[config.mk]
export PLATFORM = sky130hd
export DESIGN_NAME = tlp_ctrl
export DESIGN_NICKNAME = d
export VERILOG_FILES = /design/src/tlp_pkg.sv /design/src/tlp_ctrl.sv
export VERILOG_INCLUDE_DIRS = /design/src /design/src/src
export SDC_FILE = /design/constraint.sdc
export NUM_CORES = 1
export LEC_CHECK = 0
export BUFFER_PORTS_ARGS = -buffer_cell sky130_fd_sc_hd__buf_4
export CAP_MARGIN = 5
export CORE_AREA = 3 3 40 42
export CTS_BUF_LIST = sky130_fd_sc_hd__clkbuf_8
export DETAILED_ROUTE_END_ITERATION = 10
export DIE_AREA = 0 0 43 45
export MAX_ROUTING_LAYER = met4
export SKIP_LAST_GASP = 1
export SLEW_MARGIN = 0
export SYNTH_ARGS = -nofsm -noshare
export SYNTH_HDL_FRONTEND = slang
export SYNTH_SLANG_ARGS = --single-unit
export TNS_END_PERCENT = 5
[constraint.sdc]
create_clock -name clk -period 1.05 [get_ports clk]
set_input_delay 0 -clock clk [delete_from_list [all_inputs] [get_ports clk]]
set_output_delay 0 -clock clk [all_outputs]
set_load 0.02 [all_outputs]
[src/turtle_line_plotter_top_macros.svh]
// ----------------------------------------------------------------------------
// turtle_line_plotter_top_macros.svh
// Assertion macros used by the plotter controller.
// ----------------------------------------------------------------------------
`ifndef TURTLE_LINE_PLOTTER_TOP_MACROS_SVH
`define TURTLE_LINE_PLOTTER_TOP_MACROS_SVH

// Same-cycle implication, disabled while reset is asserted
`define TLP_ASSERT_NOW(label, clk, rst_n, ante, cons) \
	label: assert property (@(posedge clk) disable iff (!(rst_n)) (ante) |-> (cons)) \
		else $error("tlp assertion failed");

// Next-cycle implication, disabled while reset is asserted
`define TLP_ASSERT_NEXT(label, clk, rst_n, ante, cons) \
	label: assert property (@(posedge clk) disable iff (!(rst_n)) (ante) |=> (cons)) \
		else $error("tlp assertion failed");

`endif

[src/tlp_pkg.sv]
// ----------------------------------------------------------------------------
// tlp_pkg
// Types and codes shared by the turtle plotter controller and datapath.
// ----------------------------------------------------------------------------
package tlp_pkg;

	// Command codes; code 7 is unused and does nothing
	typedef enum logic [2:0] {
		ACT_PEN_DOWN   = 3'd0,
		ACT_PEN_UP     = 3'd1,
		ACT_TURN_RIGHT = 3'd2,
		ACT_TURN_LEFT  = 3'd3,
		ACT_MOVE       = 3'd4,
		ACT_CLEAR      = 3'd5,
		ACT_READ       = 3'd6
	} action_t;

	typedef enum logic [1:0] {
		HEAD_UP    = 2'd0,
		HEAD_RIGHT = 2'd1,
		HEAD_DOWN  = 2'd2,
		HEAD_LEFT  = 2'd3
	} heading_t;

	typedef enum logic [2:0] {
		ST_IDLE,
		ST_EXEC,
		ST_DRAW,
		ST_DRAIN,
		ST_PROBE,
		ST_RESULT
	} tlp_state_t;

	// Command beat payload
	typedef struct packed {
		logic [2:0] action;
		logic [7:0] step_count;
		logic [5:0] probe_row;
		logic [5:0] probe_column;
	} cmd_beat_t;

	// Result beat payload
	typedef struct packed {
		logic       pixel;
		logic [5:0] pose_row;
		logic [5:0] pose_column;
		logic [1:0] pose_heading;
		logic       pen_lowered;
	} res_beat_t;

	// Controller to datapath commands
	typedef struct packed {
		logic take;   // capture the input beat
		logic exec;   // apply command, set up the draw span
		logic draw;   // read one canvas row of the span
		logic probe;  // read the probed canvas row
		logic emit;   // load the result register
	} tlp_ctrl_t;

	// Datapath to controller status
	typedef struct packed {
		logic draw_needed;
		logic draw_last;
		logic out_free;
	} tlp_stat_t;

endpackage

[src/tlp_ctrl.sv]
// ----------------------------------------------------------------------------
// tlp_ctrl
// Sequencer for one command: capture, execute, draw the span row by row,
// drain the write stage, read the probe row and hand over the result.
// ----------------------------------------------------------------------------
`include "turtle_line_plotter_top_macros.svh"

module tlp_ctrl import tlp_pkg::*; (
	input  logic      clk,
	input  logic      arst_n,
	input  logic      in_valid,
	output logic      in_ready,
	output tlp_ctrl_t ctrl,
	input  tlp_stat_t stat
);

	tlp_state_t state_q, state_d;

	// state register
	always_ff @(posedge clk or negedge arst_n) begin
		if (!arst_n) begin
			state_q <= ST_IDLE;
		end else begin
			state_q <= state_d;
		end
	end

	// next state and commands
	always_comb begin
		state_d  = state_q;
		ctrl     = '0;
		in_ready = 1'b0;
		case (state_q)
			ST_IDLE: begin
				in_ready = 1'b1;
				if (in_valid) begin
					ctrl.take = 1'b1;
					state_d   = ST_EXEC;
				end
			end
			ST_EXEC: begin
				ctrl.exec = 1'b1;
				state_d   = stat.draw_needed ? ST_DRAW : ST_PROBE;
			end
			ST_DRAW: begin
				ctrl.draw = 1'b1;
				if (stat.draw_last) begin
					state_d = ST_DRAIN;
				end
			end
			ST_DRAIN: begin
				state_d = ST_PROBE;
			end
			ST_PROBE: begin
				ctrl.probe = 1'b1;
				state_d    = ST_RESULT;
			end
			ST_RESULT: begin
				if (stat.out_free) begin
					ctrl.emit = 1'b1;
					state_d   = ST_IDLE;
				end
			end
			default: begin
				state_d = ST_IDLE;
			end
		endcase
	end

	// a captured beat is always executed next
	`TLP_ASSERT_NEXT(a_take_exec, clk, arst_n, ctrl.take, state_q == ST_EXEC)
	// the result register is never overwritten while still held
	`TLP_ASSERT_NOW(a_emit_free, clk, arst_n, ctrl.emit, stat.out_free)
	// drain only follows the last row of a draw span
	`TLP_ASSERT_NOW(a_drain_after_draw, clk, arst_n, state_q == ST_DRAIN,
		$past(state_q) == ST_DRAW && $past(stat.draw_last))
	// the probe read never overlaps a pending row write
	`TLP_ASSERT_NOW(a_probe_no_draw, clk, arst_n, ctrl.probe,
		$past(state_q) != ST_DRAW)

endmodule

==> results_dict.tcl <==
set metrics [dict create \
    status "finished with violations" \
    violations "setup timing" \
    fp-row-count 13 \
    htree_levels 1 \
    fin_nets 50 \
    syn_area_per_cell_um2 10.9 \
    drive_above_1_share 0.674 \
    whs_ps 81.5 \
    synth_area_leaders "dfrtp_1, buf_6, nor4bb_4" \
    largest_reg_flops 3 \
    cts_root_buf "clkbuf_8" \
    yosys_warnings 0 \
    finClkSkew_ps 1.02 \
    reg_top3 "state_q x3" \
    ys_ff_latch 3 \
    leakage_nw 0.212 \
    syn_nets 30 \
    drtIter0Drc 0 \
    tritoncts "yes" \
    yosysSeqAreaShare 0.287 \
    finalSetupViolCount 5 \
    worst_pin_slew_ps 202 \
    critPathArrivalTime_ps 1120 \
    clkLatencyLatePin_ps 220 \
    maxSlewViolCount 0 \
    dpl.hpwl_um 413 \
    hold_class "in2reg" \
    slew_headroom 0.865 \
    grt_pass1_vias 239 \
    grt_first_pass_wirelength_um 1060 \
    gp_congestion 0.793 \
    max_stage_delay_ps 440 \
    dr_total_vias 239 \
    dieArea_um2 1940 \
    via_per_inst 4.12 \
    clkSinkCount 3 \
    cp-start-kind "register" \
    path_class "reg2out" \
    ctsLongestPathBuffers 2 \
    path_clk_slew_ps 30 \
    fin_crit_sh 1.06 \
    layout_commonest_cell "buf_4" \
    syn-cell-area_um2 262 \
    syn2layout_area_growth_pct 71.3 \
    maxCapViolCount 0 \
    remaining_drc_errors 0 \
    period_minus_slack_ps 1120 \
    hold_viol 0 \
    peakVddDrop_mv 1.16 \
    final_area_um2 448 \
    cp_top_family "flip-flops" \
    ant_nets 0 \
    grt_max_degree 10 \
    rsz0062_at_grt "true" \
    cp.required_ps 1050 \
    largest-register "state_q" \
    grt_overflow 0 \
    fmax_mhz 897 \
    port_buffers 11 \
    initial_utilization 0.204 \
    ios 12 \
    synth_cell_type_count 16 \
    path_cells "nor4b_2, buf_4" \
    routedWlPerCell_um 11.5 \
    cp_max_fo 6 \
    synth_top_area_cell "dfrtp_1" \
    syn-instance-count 24 \
    setup_ws_ps -65.3 \
    cts_inserted_buffers 3 \
    antennaDiodeCount 0 \
    p_per_area_nw_per_um2 3460 \
    track_usage 0.0885 \
    critPathSlowestCell "dfrtp_2" \
    antenna_found_initial 0 \
    core_um2 1280 \
    netlist.area_leader.share 0.287 \
    fp.dieW_um 43 \
    chipHeight_um 45 \
    layout_common_cells "buf_4, nor2_1, clkbuf_8, dfrtp_2" \
    crit_path_end_kind "primary output" \
    worst-path-buf-inv 1 \
    place_area_um2 344 \
    drtPass1Iterations 1 \
    wirelength_um 666 \
]
[cell usage after synthesis (all sizes together)]
cell / count
nor2b: 1
nor4bb: 1
a21oi: 1
nor3: 1
a211o: 1
buf: 3
inv: 1
nor4b: 1
nand2: 1
dfrtp: 3
nand3b: 1
nor2: 3
nor3b: 2
a32o: 1
nand2b: 3
[power breakdown]
part           internal, mW  total, mW  switching, mW
combinational         0.523      0.904          0.381
clock                 0.249      0.326         0.0770
sequential            0.188      0.322          0.134
total                 0.960       1.55          0.592
[worst min-delay path, stage by stage]
cell,delay (ps)
buf_4,130
nand3b_1,70
a21oi_1,60
[worst paths after layout]
check                                start         end  slack (ps)  cells past startpoint
worst max-delay path            state_q[1]     ctrl[4]         -70                      2
worst min-delay path               stat[2]  state_q[1]          80                      3
worst max register to register  state_q[2]  state_q[0]         -30                      3
worst min register to register  state_q[2]  state_q[1]         640                      2
max in group asynchronous           arst_n  state_q[0]         830                      2
min in group asynchronous           arst_n  state_q[2]         110                      2
[final cells by class]
type	count	area, µm²
clock buffers	3	41.3
clock inverters	1	3.75
fillers	150	837
inverters	1	3.75
multi-input cells	17	156
flip-flops and latches	3	78.8
well taps	15	18.8
repair buffers	18	145
[through the flow]
stage	util	power, mW	setup slack, ps	setup TNS (ps)	cells
after floorplan	-	0.868	21.4	0	24
final	0.349	1.55	-65.3	-144	58
after global placement	0.268	1.02	-24.8	-24.8	49
after CTS	0.325	1.44	-81.6	-331	56
after detailed placement	0.268	1.03	-13.7	-27.5	49
after global routing	0.349	1.65	-97.5	-553	58
[routing by layer]
layer / wire (µm) / GRT usage / part of all wire
met1: 270 / 0.0944 / 0.41
met2: 327 / 0.0988 / 0.49
met3: 54 / 0.0398 / 0.081
met4: 14 / 0.127 / 0.021
met5: 0 / - / 0
[cells by family (layout without fill, tap and decap cells)]
family / Yosys count / in the layout / synth area share
compound gates: 3 / 3 / 0.0909
flops: 3 / 3 / 0.287
buf+inv: 4 / 23 / 0.144
simple gates: 14 / 14 / 0.478
[repair_timing]
action	CTS	global route
setup buffers	2	2
hold buffers	1	0
endpoints found under the hold margin	3	0
resized for setup	5	3
endpoints found under the setup margin	8	7
pin swaps	1	1
Note: power is estimated with default switching activity, not from simulation.
